## config.mk

```make
export PLATFORM = sky130hd
export DESIGN_NAME = weekly_time_window_scheduler
export DESIGN_NICKNAME = d
export VERILOG_FILES = /design/src/hw/rtl/wsch_pkg.sv /design/src/hw/rtl/weekly_time_window_scheduler.sv /design/src/hw/rtl/wsch_rem.sv /design/src/hw/rtl/wsch_target.sv
export SDC_FILE = /design/constraint.sdc
export NUM_CORES = 1
export LEC_CHECK = 0
export CAP_MARGIN = 20
export CORE_ASPECT_RATIO = 0.75
export CORE_MARGIN = 4
export CORE_UTILIZATION = 30
export CTS_CLUSTER_SIZE = 16
export DETAILED_ROUTE_END_ITERATION = 7
export DONT_BUFFER_PORTS = 1
export HOLD_SLACK_MARGIN = 0.1
export PLACE_DENSITY = 0.51
export SETUP_SLACK_MARGIN = 0.05
export SLEW_MARGIN = 20
export SYNTH_ARGS = -nofsm -noshare
export SYNTH_HDL_FRONTEND = slang
export SYNTH_SLANG_ARGS = --single-unit
export TNS_END_PERCENT = 20
```

## constraint.sdc

```tcl
create_clock -name i_clk -period 8.8 [get_ports i_clk]
set_clock_uncertainty 0.15 [all_clocks]
set_input_delay 0.44 -clock i_clk [delete_from_list [all_inputs] [get_ports i_clk]]
set_output_delay 0.44 -clock i_clk [all_outputs]
set_load 0.005 [all_outputs]
```

## src/hw/rtl/wsch_pkg.sv

```systemverilog
// package for the weekly time window scheduler
// holds field widths, register indexes, mode, event and target codes, and the
// config and state types; no dependencies
package wsch_pkg;

    localparam int unsigned SEC_W   = 17;
    localparam int unsigned DAY_W   = 3;
    localparam int unsigned MASK_W  = 7;
    localparam int unsigned WIN_W   = 8;
    localparam int unsigned MODE_W  = 2;
    localparam int unsigned EV_W    = 2;
    localparam int unsigned IDX_W   = 3;
    localparam int unsigned CFG_W   = 17;
    localparam int unsigned IN_TW   = 24;
    localparam int unsigned OUT_TW  = 8;

    // one divide step per remainder bit
    localparam int unsigned DIV_STEPS = SEC_W;
    localparam int unsigned CNT_W     = 5;

    // register indexes on the config port
    localparam logic [IDX_W-1:0] REG_MODE     = 3'd0;
    localparam logic [IDX_W-1:0] REG_DAY_MASK = 3'd1;
    localparam logic [IDX_W-1:0] REG_START    = 3'd2;
    localparam logic [IDX_W-1:0] REG_END      = 3'd3;
    localparam logic [IDX_W-1:0] REG_DURATION = 3'd4;
    localparam logic [IDX_W-1:0] REG_REPEAT   = 3'd5;
    localparam logic [IDX_W-1:0] REG_ONE_SHOT = 3'd6;

    // schedule modes
    localparam logic [MODE_W-1:0] MODE_WINDOW   = 2'd0;
    localparam logic [MODE_W-1:0] MODE_ONE_SHOT = 2'd1;
    localparam logic [MODE_W-1:0] MODE_REPEAT   = 2'd2;

    // event codes
    localparam logic [EV_W-1:0] EV_NONE = 2'd0;
    localparam logic [EV_W-1:0] EV_RISE = 2'd1;
    localparam logic [EV_W-1:0] EV_FALL = 2'd2;

    // weekday used for yesterday of sunday and of the invalid day seven
    localparam logic [DAY_W-1:0] DAY_SAT = 3'd6;
    localparam logic [DAY_W-1:0] DAY_SUN = 3'd0;
    localparam logic [DAY_W-1:0] DAY_BAD = 3'd7;

    typedef enum logic [1:0] {
        TGT_OFF,
        TGT_ON,
        TGT_NONE
    } t_tgt;

    typedef enum logic [1:0] {
        ST_IDLE,
        ST_DIV,
        ST_EMIT
    } t_state;

    typedef struct packed {
        logic [MODE_W-1:0] mode;
        logic [MASK_W-1:0] day_mask;
        logic [SEC_W-1:0]  start_second;
        logic [SEC_W-1:0]  end_second;
        logic [SEC_W-1:0]  duration_seconds;
        logic [SEC_W-1:0]  repeat_seconds;
        logic [WIN_W-1:0]  one_shot_window;
    } t_cfg;

endpackage

```

## src/hw/rtl/weekly_time_window_scheduler.sv

```systemverilog
// weekly time window scheduler top level: config registers, sequencer,
// level state and output register; depends on wsch_pkg, wsch_rem, wsch_target
//
// usage:
//   the input stream carries one tick per beat: second of day and weekday.
//   every tick gives exactly one result beat with the new level and an event
//   code (none, became active, became inactive).
//   registers are written through i_cfg_we / i_cfg_idx / i_cfg_data, one per
//   cycle; the user must do so only while no tick is in flight (the block
//   does not enforce this); index seven is ignored.
// operation:
//   a tick passes the 17-step remainder unit, one bit of the period remainder
//   per cycle, then a decide step that loads the output register.
//   s_axis_tready is high only while the sequencer is idle, so a new tick is
//   taken only once the previous one has left the decide step.
//   a finished result waits in the output register; if the receiver stalls,
//   the next tick is still accepted and worked on, and the block holds it in
//   the decide step until the output register frees.
// reset:
//   synchronous, active low; the level goes inactive, registers take their
//   reset values, no result is pending.
module weekly_time_window_scheduler (
    input  logic                        i_clk,
    input  logic                        i_rst_n,
    // config write port
    input  logic                        i_cfg_we,
    input  logic [wsch_pkg::IDX_W-1:0]  i_cfg_idx,
    input  logic [wsch_pkg::CFG_W-1:0]  i_cfg_data,
    // tick input
    input  logic                        s_axis_tvalid,
    output logic                        s_axis_tready,
    input  logic [wsch_pkg::IN_TW-1:0]  s_axis_tdata,   // [16:0] second_of_day, [19:17] weekday
    // result output
    output logic                        m_axis_tvalid,
    input  logic                        m_axis_tready,
    output logic [wsch_pkg::OUT_TW-1:0] m_axis_tdata    // [0] active_level, [2:1] event_code
);
    import wsch_pkg::*;

    t_cfg             r_cfg, n_cfg;
    t_state           r_state, n_state;
    logic [SEC_W-1:0] r_now;
    logic [DAY_W-1:0] r_wd;
    logic             r_neg;
    logic             r_flag, n_flag;
    logic             r_m_valid, n_m_valid;
    logic             r_m_level, n_m_level;
    logic [EV_W-1:0]  r_m_ev, n_m_ev;

    logic             accept;
    logic             emit;
    logic [SEC_W:0]   diff;
    logic [SEC_W-1:0] abs_diff;
    logic             div_last;
    logic [SEC_W-1:0] rem;
    t_tgt             target;

    assign accept = s_axis_tvalid && s_axis_tready;

    // signed offset from the start time, magnitude to the remainder unit
    always_comb begin
        diff     = {1'b0, s_axis_tdata[SEC_W-1:0]} - {1'b0, r_cfg.start_second};
        abs_diff = diff[SEC_W] ? SEC_W'(-diff) : diff[SEC_W-1:0];
    end

    wsch_rem u_rem (
        .i_clk      (i_clk),
        .i_rst_n    (i_rst_n),
        .i_start    (accept),
        .i_dividend (abs_diff),
        .i_divisor  (r_cfg.repeat_seconds),
        .o_last     (div_last),
        .o_rem      (rem)
    );

    wsch_target u_target (
        .i_cfg      (r_cfg),
        .i_now      (r_now),
        .i_weekday  (r_wd),
        .i_diff_neg (r_neg),
        .i_rem      (rem),
        .o_target   (target)
    );

    // config register writes
    always_comb begin
        n_cfg = r_cfg;
        if (i_cfg_we) begin
            unique case (i_cfg_idx)
                REG_MODE:     n_cfg.mode             = i_cfg_data[MODE_W-1:0];
                REG_DAY_MASK: n_cfg.day_mask         = i_cfg_data[MASK_W-1:0];
                REG_START:    n_cfg.start_second     = i_cfg_data[SEC_W-1:0];
                REG_END:      n_cfg.end_second       = i_cfg_data[SEC_W-1:0];
                REG_DURATION: n_cfg.duration_seconds = i_cfg_data[SEC_W-1:0];
                REG_REPEAT:   n_cfg.repeat_seconds   = i_cfg_data[SEC_W-1:0];
                REG_ONE_SHOT: n_cfg.one_shot_window  = i_cfg_data[WIN_W-1:0];
                default:      n_cfg = r_cfg;
            endcase
        end
    end

    // sequencer, level update and output register
    always_comb begin
        n_state       = r_state;
        n_flag        = r_flag;
        n_m_valid     = r_m_valid && !m_axis_tready;
        n_m_level     = r_m_level;
        n_m_ev        = r_m_ev;
        s_axis_tready = (r_state == ST_IDLE);
        emit          = (r_state == ST_EMIT) && (!r_m_valid || m_axis_tready);
        unique case (r_state)
            ST_IDLE: begin
                if (accept) n_state = ST_DIV;
            end
            ST_DIV: begin
                if (div_last) n_state = ST_EMIT;
            end
            ST_EMIT: begin
                if (emit) begin
                    n_state   = ST_IDLE;
                    n_m_valid = 1'b1;
                    n_m_ev    = EV_NONE;
                    if (target == TGT_ON && !r_flag) begin
                        n_flag = 1'b1;
                        n_m_ev = EV_RISE;
                    end else if (target == TGT_OFF && r_flag) begin
                        n_flag = 1'b0;
                        n_m_ev = EV_FALL;
                    end
                    n_m_level = n_flag;
                end
            end
            default: n_state = ST_IDLE;
        endcase
    end

    always_ff @(posedge i_clk) begin
        if (!i_rst_n) begin
            r_state                  <= ST_IDLE;
            r_flag                   <= 1'b0;
            r_m_valid                <= 1'b0;
            r_cfg.mode               <= MODE_WINDOW;
            r_cfg.day_mask           <= '0;
            r_cfg.start_second       <= '0;
            r_cfg.end_second         <= '0;
            r_cfg.duration_seconds   <= '0;
            r_cfg.repeat_seconds     <= SEC_W'(1);
            r_cfg.one_shot_window    <= WIN_W'(2);
        end else begin
            r_state   <= n_state;
            r_flag    <= n_flag;
            r_m_valid <= n_m_valid;
            r_cfg     <= n_cfg;
        end
        r_m_level <= n_m_level;
        r_m_ev    <= n_m_ev;
    end

    // tick capture
    always_ff @(posedge i_clk) begin
        if (accept) begin
            r_now <= s_axis_tdata[SEC_W-1:0];
            r_wd  <= s_axis_tdata[SEC_W +: DAY_W];
            r_neg <= diff[SEC_W];
        end
    end

    assign m_axis_tvalid = r_m_valid;
    assign m_axis_tdata  = {{(OUT_TW-1-EV_W){1'b0}}, r_m_ev, r_m_level};

endmodule

```

## src/hw/rtl/wsch_rem.sv

```systemverilog
// iterative remainder unit: one restoring subtract step per cycle
// depends on wsch_pkg
module wsch_rem (
    input  logic                      i_clk,
    input  logic                      i_rst_n,
    input  logic                      i_start,
    input  logic [wsch_pkg::SEC_W-1:0] i_dividend,
    input  logic [wsch_pkg::SEC_W-1:0] i_divisor,
    output logic                      o_last,
    output logic [wsch_pkg::SEC_W-1:0] o_rem
);
    import wsch_pkg::*;

    logic             r_busy, n_busy;
    logic [CNT_W-1:0] r_cnt, n_cnt;
    logic [SEC_W-1:0] r_rem, n_rem;
    logic [SEC_W-1:0] r_dvd, n_dvd;
    logic [SEC_W-1:0] r_dvs, n_dvs;
    logic [SEC_W:0]   trial;
    logic [SEC_W:0]   diff;

    // shared shift, compare and subtract
    always_comb begin
        trial  = {r_rem, r_dvd[SEC_W-1]};
        diff   = trial - {1'b0, r_dvs};
        n_busy = r_busy;
        n_cnt  = r_cnt;
        n_rem  = r_rem;
        n_dvd  = r_dvd;
        n_dvs  = r_dvs;
        if (i_start) begin
            n_busy = 1'b1;
            n_cnt  = CNT_W'(DIV_STEPS);
            n_rem  = '0;
            n_dvd  = i_dividend;
            n_dvs  = i_divisor;
        end else if (r_busy) begin
            n_rem = diff[SEC_W] ? trial[SEC_W-1:0] : diff[SEC_W-1:0];
            n_dvd = {r_dvd[SEC_W-2:0], 1'b0};
            n_cnt = r_cnt - 1'b1;
            if (r_cnt == CNT_W'(1)) begin
                n_busy = 1'b0;
            end
        end
    end

    always_ff @(posedge i_clk) begin
        if (!i_rst_n) begin
            r_busy <= 1'b0;
            r_cnt  <= '0;
        end else begin
            r_busy <= n_busy;
            r_cnt  <= n_cnt;
        end
        r_rem <= n_rem;
        r_dvd <= n_dvd;
        r_dvs <= n_dvs;
    end

    assign o_last = r_busy && (r_cnt == CNT_W'(1));
    assign o_rem  = r_rem;

endmodule

```

## src/hw/rtl/wsch_target.sv

```systemverilog
// target level decision for all three modes
// depends on wsch_pkg; the repeat mode uses the remainder from wsch_rem
module wsch_target (
    input  wsch_pkg::t_cfg             i_cfg,
    input  logic [wsch_pkg::SEC_W-1:0] i_now,
    input  logic [wsch_pkg::DAY_W-1:0] i_weekday,
    input  logic                       i_diff_neg,
    input  logic [wsch_pkg::SEC_W-1:0] i_rem,
    output wsch_pkg::t_tgt             o_target
);
    import wsch_pkg::*;

    logic [MASK_W:0]  mask8;
    logic [DAY_W-1:0] yd;
    logic             today;
    logic             yesterday;
    logic [SEC_W:0]   os_stop;
    logic [SEC_W-1:0] s;
    logic [SEC_W-1:0] e;
    logic [SEC_W-1:0] now;
    t_tgt             win_tgt;

    // day bits, the invalid day seven never has a bit
    always_comb begin
        mask8     = {1'b0, i_cfg.day_mask};
        yd        = (i_weekday == DAY_SUN || i_weekday == DAY_BAD) ? DAY_SAT
                                                                   : i_weekday - 1'b1;
        today     = mask8[i_weekday];
        yesterday = mask8[yd];
    end

    // start/stop window, later tests override earlier ones
    always_comb begin
        s       = i_cfg.start_second;
        e       = i_cfg.end_second;
        now     = i_now;
        win_tgt = TGT_NONE;
        if (e >= s) begin
            if (today) begin
                if (s > now && e >= now) win_tgt = TGT_OFF;
                if (s <= now && e > now) win_tgt = TGT_ON;
                if (s <= now && e < now) win_tgt = TGT_OFF;
            end
        end else begin
            if (yesterday) begin
                if (s >= now && e > now) win_tgt = TGT_ON;
                if (s >= now && e < now) win_tgt = TGT_OFF;
            end
            if (today && s <= now && e < now) win_tgt = TGT_ON;
        end
    end

    assign os_stop = {1'b0, i_cfg.start_second} + (SEC_W+1)'(i_cfg.one_shot_window);

    // mode select; repeat is on while the remainder is below the duration
    always_comb begin
        unique case (i_cfg.mode)
            MODE_WINDOW: begin
                o_target = win_tgt;
            end
            MODE_ONE_SHOT: begin
                o_target = (today && i_cfg.start_second <= i_now
                            && os_stop >= {1'b0, i_now}) ? TGT_ON : TGT_OFF;
            end
            MODE_REPEAT: begin
                if (i_cfg.repeat_seconds == '0) begin
                    o_target = TGT_OFF;
                end else begin
                    o_target = (today && (!i_diff_neg || i_rem == '0)
                                && i_cfg.duration_seconds > i_rem) ? TGT_ON : TGT_OFF;
                end
            end
            default: begin
                o_target = TGT_NONE;
            end
        endcase
    end

endmodule

```

==> flow_summary_export.csv, run 1 <==
group,metric,value,unit
setup_path,reg2reg_depth,21,
detailed_routing,vias,9171,
timing,setup_ws,3850,ps
cts,cts_buffers,17,
worst_hold_path,whs_path_depth,3,
global_routing,grt_pass1_wl,49.3,mm
die,rows,61,
timing,hold_violations,0,
cts,cts_hold_buf,41,
detailed_routing,totalWireLength,31.1,mm
setup_path,cp_max_fo,5,
synth,yosysWarnings,0,
timing,relSlewSlack,29.1,%
setup_path,timing_worst_setup_path_type,"reg2reg",
global_routing,grt_antenna_before_repair,0,
die,die_h,177,um
power,total_power,2.30,mW
cts,cts_tree,"done",
power,p_leak,5.03,nW
power,peakVddDrop,0.140,mV
timing,max_clock_freq,202,MHz
worst_hold_path,hold_class,"in2reg",
synth,synth_edf_count,58,
setup_path,arrival,4990,ps
detailed_routing,drt_iter0_markers,535,
die,fp.coreArea,37300,um^2
placement,hpwl,23.6,mm
synth,syn_avg_cell_area,8.83,um^2
global_routing,grt_pass1_vias,8732,
synth,synthDistinctLibCells,82,
placement,dp_slack,3840,ps
cells_and_area,fin_nets,1505,
power,p_switching,0.765,mW
cts,post_cts_buffers,0,
cts,clkLatencyLatePin,450,ps
timing,hold-worst-slack,124,ps
cells_and_area,drive_gt1_share,5.86,%
setup_path,critPathCaptureType,"flip-flop",
cells_and_area,post-route-util,34.6,%
timing,rsz0062_at_grt,"false",
die,dieArea,41300,um^2
setup_path,rr_endpoint,"r_m_level",
placement,io_buffer_count,0,
detailed_routing,ant_nets,0,
cts,clk_pin_slew,80,ps
timing,tns,0,ps
setup_path,crit_path_end,"r_m_level",
timing,period_share,56.2,%
cells_and_area,diodes,0,
timing,slew_viol_final,0,
power,p_int,1.54,mW
cells_and_area,syn_to_final_growth,13.3,%
power,pwr-share-seq,39.9,%
detailed_routing,wl_per_cell,16.9,um
setup_path,r2r-start,"r_cfg[59]",
cts,ctsHtreeMaxLevel,4,
cts,clock-sinks,170,
cts,cts.path.max_buffers,2,
detailed_routing,viasPerCell,5.00,
setup_path,crit_start,"r_cfg[59]",
timing,fin_crit,4950,ps
synth,synth_cells,1292,
power,powerDensity,178,nW/um^2
synth,ys_ff_latch,170,
detailed_routing,drc,0,
timing,worst_pin_slew,1060,ps
synth,ys_seq_area_share,34.9,%
global_routing,grt_max_degree,94,
timing,setup_viol,0,
die,ios,59,
setup_path,crit_path_start_kind,"flip-flop",
setup_path,regToRegSetupSlack,3850,ps
cts,cts_root_buf,"clkbuf_16",
job,max_cap_violations,0,
outcome,outcome,"complete, no violations",
die,initial_core_util,30.6,%
placement,finalWeightedCongestion,0.817,
synth,synthArstFlopShare,0,%
synth,ys.flop_type,"dfxtp_1",
global_routing,gr-total-overflow,0,
detailed_routing,firstDrtPassIters,5,
setup_path,cp_data_required_time,8840,ps
synth,synth_area,11400,um^2
global_routing,track_usage,15.2,%
die,die_w,233,um
power,p_comb_share,26.4,%
power,power_frac_clock,33.7,%
power,swShare,33.3,%
cts,cts_resized,0,
-- layout make-up --
class | count | area, um^2
Fill cell | 3888 | 24400
Multi-Input combinational cell | 992 | 6930
Sequential cell | 170 | 3980
Tap cell | 504 | 631
Timing Repair Buffer | 47 | 473
Clock buffer | 19 | 433
Inverter | 89 | 335
Clock inverter | 13 | 149
-- critical path, stage by stage, from the launching register on --
cell      delay [ps]
dfxtp_1          360
ha_1             230
fa_1             410
a21o_1           180
a21oi_1          250
o21bai_1         100
a21oi_1          230
o21bai_1          90
a21oi_1          260
nand2b_1         220
nor2_1            70
xnor2_1          120
ha_1             280
nand4_1          100
nor2_1            60
nor3_1           120
a21oi_1           80
a211o_1          280
a211o_1          300
a22o_1           230
a32oi_1          430
a21oi_1          130
-- power groups by stage --
stage | registers [mW] | logic [mW] | clock network, mW
floorplan | 0.919 | 0.457 | 0
global placement | 0.934 | 0.566 | 0
detailed placement | 0.935 | 0.572 | 0
CTS | 0.917 | 0.605 | 0.789
global route | 0.924 | 0.681 | 0.822
finish | 0.917 | 0.608 | 0.775
-- registers in the layout, summed over array words and instances, names as in the netlist, 2 cells and up --
signal / count
r_cfg: 85
u_rem.o_rem: 17
r_m_ev: 2
r_now: 17
r_wd: 3
u_rem.r_dvs: 17
u_rem.r_dvd: 17
u_rem.r_cnt: 5
r_state: 2
-- per-stage QoR --
stage	instance area [um^2]	cells
2_1_floorplan	11400	1296
3_3_place_gp	11900	1761
3_5_place_dp	11900	1761
4_1_cts	12900	1834
5_1_grt	12900	1834
6_report	12900	1834
-- metal layers --
layer | track usage (%) | part of all wire (%) | vias up
met5 | 0 | 0 | -
met4 | 2.81 | 0.89 | 0
met3 | 2.17 | 3.2 | 20
met2 | 24.2 | 45 | 140
met1 | 22.1 | 51 | 4359
li1 | - | - | 4652
-- cells by family (layout without fill, tap and decap cells) --
family	Yosys count	count (layout)	synth area share (%)
compound gates	327	327	19.4
xor+xnor	55	55	4.35
fa+ha+maj	139	139	15.4
buf+inv	134	168	4.80
flops	170	170	34.9
mux	31	31	2.98
other cells	1	5	0.0329
simple gates	435	435	18.1
-- cell usage in the layout (no fill, tap or decap), types with 24 or more instances in the layout --
cell type        n
a21boi_0        79
a21oi_1         67
dfxtp_1        112
dlygate4sd3_1   40
edfxtp_1        58
ha_1           136
inv_1           87
mux2i_1         25
nand2_1        204
nand3_1         26
nor2_1          64
nor2b_1         24
o21ai_0         61
xnor2_1         35
-- how the worst min path moves through the flow --
stage / startpoint / endpoint / slack (ps)
finish: i_cfg_idx[1] / r_cfg[41] / 120
global route: i_cfg_idx[1] / r_cfg[25] / 120
CTS: i_rst_n / r_flag / 130
detailed placement: r_cfg[14] / u_rem.r_dvs[6] / 290
global placement: r_cfg[18] / u_rem.r_dvs[10] / 300
floorplan: r_cfg[8] / u_rem.r_dvs[0] / 280
-- cell usage after synthesis (11+ instances only) --
| cell | number | area, um^2 |
|---|---|---|
| xor2_1 | 18 | 158 |
| dfxtp_1 | 112 | 2240 |
| nand3_1 | 26 | 130 |
| a21o_1 | 18 | 135 |
| ha_1 | 136 | 1700 |
| inv_1 | 88 | 330 |
| a21boi_0 | 79 | 593 |
| nor2b_1 | 24 | 150 |
| nor2_1 | 64 | 240 |
| nand4_1 | 19 | 119 |
| o21a_1 | 11 | 82.6 |
| edfxtp_1 | 58 | 1740 |
| a21oi_1 | 67 | 335 |
| nand2_1 | 204 | 766 |
| xnor2_1 | 35 | 307 |
| nor4_1 | 14 | 87.6 |
| mux2i_1 | 25 | 250 |
| nor3_1 | 18 | 90.1 |
| nand2b_1 | 11 | 68.8 |
| o21ai_0 | 61 | 305 |
| clkbuf_1 | 34 | 128 |
Power figures use the tool's default switching activity.
==> run 2: changes to the inputs <==
ABC_AREA = 1   (was unset)
PLACE_DENSITY = 0.52   (was 0.51)
clock period = 4.2 ns   (was 8.8 ns; I/O delays follow)
==> flow_summary_export.csv, run 2 <==
group,metric,value,unit
outcome,outcome,"complete, no violations",
timing,max_clock_freq,267,MHz
power,p_leak,6.33,nW
setup_path,crit_path_start_kind,"flip-flop",
setup_path,arrival,3790,ps
die,die_h,178,um
die,rows,62,
global_routing,gr-total-overflow,0,
cts,cts_buffers,17,
synth,yosys-top-cells-area,"dfxtp_1 (19%), edfxtp_1 (15%), ha_1 (15%)",
cells_and_area,post-route-util,34.8,%
setup_path,critPathCaptureType,"flip-flop",
timing,fin_crit,3740,ps
detailed_routing,wl_per_cell,15.9,um
detailed_routing,drc,0,
global_routing,grt_antenna_before_repair,1,
timing,tns,0,ps
cts,cts.path.max_buffers,2,
setup_path,cp_data_required_time,4250,ps
cells_and_area,largest_register_ffs,85,
timing,setup_viol,0,
synth,synth_top_cell_by_area,"dfxtp_1",
power,powerDensity,369,nW/um^2
setup_path,timing_worst_setup_path_type,"reg2reg",
detailed_routing,drt_iter0_markers,766,
power,peakVddDrop,0.284,mV
timing,rsz0062_at_grt,"false",
synth,synth.most_common_cell,"nand2_1",
detailed_routing,viasPerCell,4.81,
synth,synth_edf_count,58,
synth,synthSimpleGateAreaFrac,25.1,%
job,max_cap_violations,0,
worst_hold_path,hold_class,"in2reg",
synth,synth_top_family_by_area,"simple AND/OR/NAND/NOR gates",
synth,synth_xor_area_share,3.73,%
placement,hpwl,26.5,mm
synth,ys.flop_type,"dfxtp_1",
synth,synthArstFlopShare,0,%
synth,synth_cells,1587,
synth,synth_top_area_share,19.3,%
cts,clkLatencyLatePin,450,ps
detailed_routing,vias,10400,
die,initial_core_util,30.3,%
synth,synth_area,11600,um^2
cts,ctsHtreeMaxLevel,4,
detailed_routing,totalWireLength,34.5,mm
cells_and_area,final_common_cell,"nand2_1",
timing,slew_viol_final,0,
synth,yosysWarnings,0,
die,dieArea,41900,um^2
synth,synth_mux_area_share,0,%
cells_and_area,syn_to_final_growth,14.8,%
placement,io_buffer_count,0,
timing,relSlewSlack,29.6,%
timing,hold_violations,0,
synth,synth_fa_ha_area_share,15.2,%
die,die_w,235,um
global_routing,grt_pass1_wl,54.4,mm
cells_and_area,max_flop_register,"r_cfg",
die,fp.coreArea,38200,um^2
cts,cts_tree,"done",
synth,synthDistinctLibCells,53,
global_routing,track_usage,16.5,%
cts,clk_pin_slew,70,ps
detailed_routing,ant_nets,0,
detailed_routing,firstDrtPassIters,5,
cells_and_area,drive_gt1_share,4.65,%
timing,hold-worst-slack,113,ps
setup_path,cp_max_fo,3,
synth,synth_commonest_cells,"nand2_1 (333), nor2_1 (235), inv_1 (205), ha_1 (136), o21ai_0 (121)",
synth,ys_ff_latch,170,
cells_and_area,diodes,0,
cts,clock-sinks,170,
synth,syn_avg_cell_area,7.31,um^2
synth,ys_seq_area_share,34.3,%
cells_and_area,final_cell_mix,"nand2_1 (333), nor2_1 (234), inv_1 (204), ha_1 (136), o21ai_0 (121)",
timing,worst_pin_slew,1050,ps
placement,finalWeightedCongestion,0.886,
cts,cts_root_buf,"clkbuf_16",
cells_and_area,fin_nets,1830,
cts,post_cts_buffers,0,
synth,synth_compound_area_share,13.2,%
timing,period_share,89.1,%
die,ios,59,
global_routing,grt_pass1_vias,9763,
global_routing,grt_max_degree,89,
==> run 2: cell count changes after synthesis, sizes merged, moves of 19 or more <==
cell / change
mux2i: -25
a21boi: -78
nor2: +175
nand2: +135
o21ai: +62
xnor2: -28
a21oi: +35
xor2: +19
nand3: +39
inv: +121
nor2b: -24
==> run 2: final cells by class <==
type / instances / area [um^2]
fillers: 4095 / 24900
multi-input cells: 1173 / 6670
flip-flops and latches: 170 / 3980
inverters: 214 / 803
repair buffers: 66 / 668
well taps: 512 / 641
clock buffers: 19 / 443
clock inverters: 13 / 109
==> run 2: routing by layer <==
metal,vias to the layer above,track usage (%),wire [um]
met5,-,0,27
met1,4794,25.1,18300
li1,5313,-,-
met3,36,4.02,2240
met2,268,23.5,13400
met4,4,3.62,485
==> run 2: critical path, stage by stage (launching register included) <==
cell and delay (ps):
dfxtp_1 310, ha_1 240, fa_1 410, nand3_1 100, nand2_1 100, a21oi_2 160, o21ai_2 80, a21oi_1 140
o21bai_1 100, nand3_1 130, nor2_2 60, nand2_1 90, xor2_1 170, ha_1 250, nand2_1 60, inv_1 50
nand4_1 80, nor2_1 40, a211oi_1 150, nand2_1 90, nand2_1 70, nand2_1 60, a21oi_1 130, nand2_1 90
nand3_1 130, nand2_1 60
==> run 2: final timing paths <==
check	startpoint	end	slack [ps]	depth (start not counted)
max	r_cfg[0]	r_m_level	460	25
min	s_axis_tdata[0]	u_rem.r_dvd[0]	110	3
max reg2reg	r_cfg[0]	r_m_level	460	25
min reg2reg	r_cfg[10]	u_rem.r_dvs[2]	310	0
==> run 2: kinds of logic (layout without fill, tap and decap cells) <==
family,Yosys count,after routing
other,1,5
XOR/XNOR,46,46
buffers and inverters,248,312
AND/OR/NAND/NOR,705,705
adder cells (fa/ha/maj),139,139
AO/OA/AOI/OAI,278,278
flip-flops,170,170
==> run 2: repair_timing <==
| item | CTS | global route |
|---|---|---|
| endpoints found under the hold margin | 115 | 0 |
| setup endpoints to repair | 0 | 3 |
| gates resized for setup | 0 | 2 |
| hold buffers | 57 | 0 |
==> run 2: metrics by stage <==
stage                     power [mW]  setup slack (ps)  std cells  instance area (um^2)
after floorplan                 2.99               799       1591                 11600
final                           4.91               456       2167                 13300
after global routing            5.23              51.8       2167                 13300
after CTS                       4.95               381       2167                 13300
after global placement          3.32               492       2078                 12200
after detailed placement        3.34               404       2078                 12200
==> run 2: power breakdown <==
part / internal (mW) / leakage, nW / switching [mW]
combinational: 0.505 / 4.59 / 0.940
sequential: 1.86 / 1.48 / 0.0857
clock: 0.788 / 0.265 / 0.740
total: 3.15 / 6.33 / 1.77
==> run 3: changes to the inputs <==
CORE_MARGIN = 1   (was 4)
GPL_TIMING_DRIVEN = 0   (was unset)
==> flow_summary_export.csv, run 3 (synthesis results as in run 2) <==
group,metric,value,unit
outcome,outcome,"complete, no violations",
die,dieArea,39500,um^2
power,powerDensity,372,nW/um^2
detailed_routing,drc,0,
global_routing,gr-total-overflow,0,
placement,finalWeightedCongestion,0.875,
detailed_routing,wl_met3,2.30,mm
detailed_routing,drt_iter0_markers,986,
global_routing,grt_pass1_vias,10000,
cts,cts_tree,"done",
cells_and_area,syn_to_final_growth,15.4,%
setup_path,timing_worst_setup_path_type,"reg2reg",
cells_and_area,drive_gt1_share,5.31,%
detailed_routing,vias,10500,
die,ios,59,
timing,period_share,91.8,%
global_routing,grt_max_degree,48,
detailed_routing,viasPerCell,4.82,
power,total_power,4.98,mW
setup_path,cp_data_required_time,4250,ps
detailed_routing,totalWireLength,35.6,mm
placement,dpl_cell_area,12200,um^2
global_routing,grt_antenna_before_repair,0,
cts,clk_pin_slew,70,ps
detailed_routing,firstDrtPassIters,7,
job,max_cap_violations,0,
setup_path,worst_path_max_delay_cell,"dfxtp_2",
timing,tns,0,ps
detailed_routing,wl_met1,19.1,mm
timing,setup_viol,0,
placement,place_inst,2095,
global_routing,track_usage,18.6,%
power,peakVddDrop,0.285,mV
cells_and_area,fin_area,13400,um^2
cts,clkLatencyLatePin,450,ps
setup_path,cp_slowest_stage_delay,400,ps
cts,ctsHtreeMaxLevel,4,
cells_and_area,max_flop_register,"r_cfg",
cells_and_area,final_cell_mix,"nand2_1 (331), nor2_1 (234), inv_1 (205), ha_1 (135), o21ai_0 (120)",
detailed_routing,top_layer_used,"met4",
timing,max_clock_freq,259,MHz
die,die_h,172,um
cells_and_area,diodes,0,
cells_and_area,fin_nets,1852,
cts,cts_root_buf,"clkbuf_16",
placement,hpwl,28.2,mm
detailed_routing,wl_met2,13.8,mm
cells_and_area,final_cells,2181,
timing,slew_viol_final,0,
cells_and_area,largest_register_ffs,85,
placement,io_buffer_count,0,
die,initial_core_util,30.9,%
detailed_routing,wl_per_cell,16.3,um
cts,clock-sinks,170,
cts,cts_buffers,17,
timing,hold_violations,0,
die,die_w,229,um
cts,cts.path.max_buffers,2,
timing,worst_pin_slew,872,ps
timing,fin_crit,3860,ps
worst_hold_path,hold_class,"in2reg",
timing,relSlewSlack,41.4,%
setup_path,critPathCaptureType,"flip-flop",
cells_and_area,final_common_cell,"nand2_1",
global_routing,grt_pass1_wl,56.0,mm
setup_path,cp_max_fo,4,
die,rows,61,
setup_path,crit_path_start_kind,"flip-flop",
setup_path,critical_path.most_common_cell,"nand2_1",
setup_path,arrival,3900,ps
timing,rsz0062_at_grt,"false",
setup_path,crit_buf_inv,1,
power,p_leak,6.36,nW
die,fp.coreArea,37600,um^2
timing,hold-worst-slack,135,ps
detailed_routing,ant_nets,0,
setup_path,crit_family,"simple AND/OR/NAND/NOR gates",
run 3: cell type report:
type / instances / area, um^2
fill: 4013 / 24200
multi-input combinational: 1173 / 6700
sequential: 170 / 3990
inverter: 214 / 803
tap: 504 / 631
timing repair buffer: 54 / 541
clock buffer: 19 / 454
buffer: 34 / 173
clock inverter: 13 / 104
run 3: layer usage:
metal / global-route usage, % / up-vias
met3: 3.23 / 22
met4: 4.17 / 0
met5: 0 / -
met2: 26.5 / 287
met1: 28.5 / 4839
li1: - / 5358
run 3: per-stage QoR:
step	utilization [%]	worst slack (ps)
floorplan	-	799
global placement	32.6	61.5
detailed placement	32.6	29.1
CTS	35.6	80.4
global route	35.7	61.6
finish	35.7	343
run 3: final timing paths:
check	startpoint	end	slack (ps)	cells past startpoint
hold reg to reg	r_cfg[18]	u_rem.r_dvs[10]	310	0
setup reg to reg	r_cfg[59]	r_m_level	340	25
hold / removal	i_cfg_idx[2]	r_cfg[29]	130	4
setup / recovery	r_cfg[59]	r_m_level	340	25
run 3: repair_timing:
item / 4_1_cts / 5_1_grt
resized for setup: 2 / 12
hold buffers: 54 / 0
setup buffers: 0 / 0
endpoints found under the hold margin: 108 / 0
endpoints found under the setup margin: 3 / 4
run 3: where the power goes:
| part | leakage [nW] | switching, mW | internal [mW] |
|---|---|---|---|
| logic | 4.61 | 0.954 | 0.510 |
| registers | 1.48 | 0.0957 | 1.86 |
| clock network | 0.268 | 0.754 | 0.806 |
| total | 6.36 | 1.80 | 3.17 |
run 3: worst reg2reg max path, stage by stage, from the launching register on:
cell and delay [ps]:
dfxtp_2 400, ha_2 230, fa_2 210, nand3_1 80
nand2_1 130, a21oi_2 70, o21ai_2 170, a21oi_2 80
o21bai_2 180, nand3_2 120, nor2_2 130, nand2_1 100
xor2_1 160, ha_1 280, nand2_1 60, inv_1 60
nand4_1 90, nor2_1 60, a211oi_1 170, nand2_1 90
nand2_1 80, nand2_2 80, a21oi_2 150, nand2_2 110
nand3_2 100, nand2_1 60
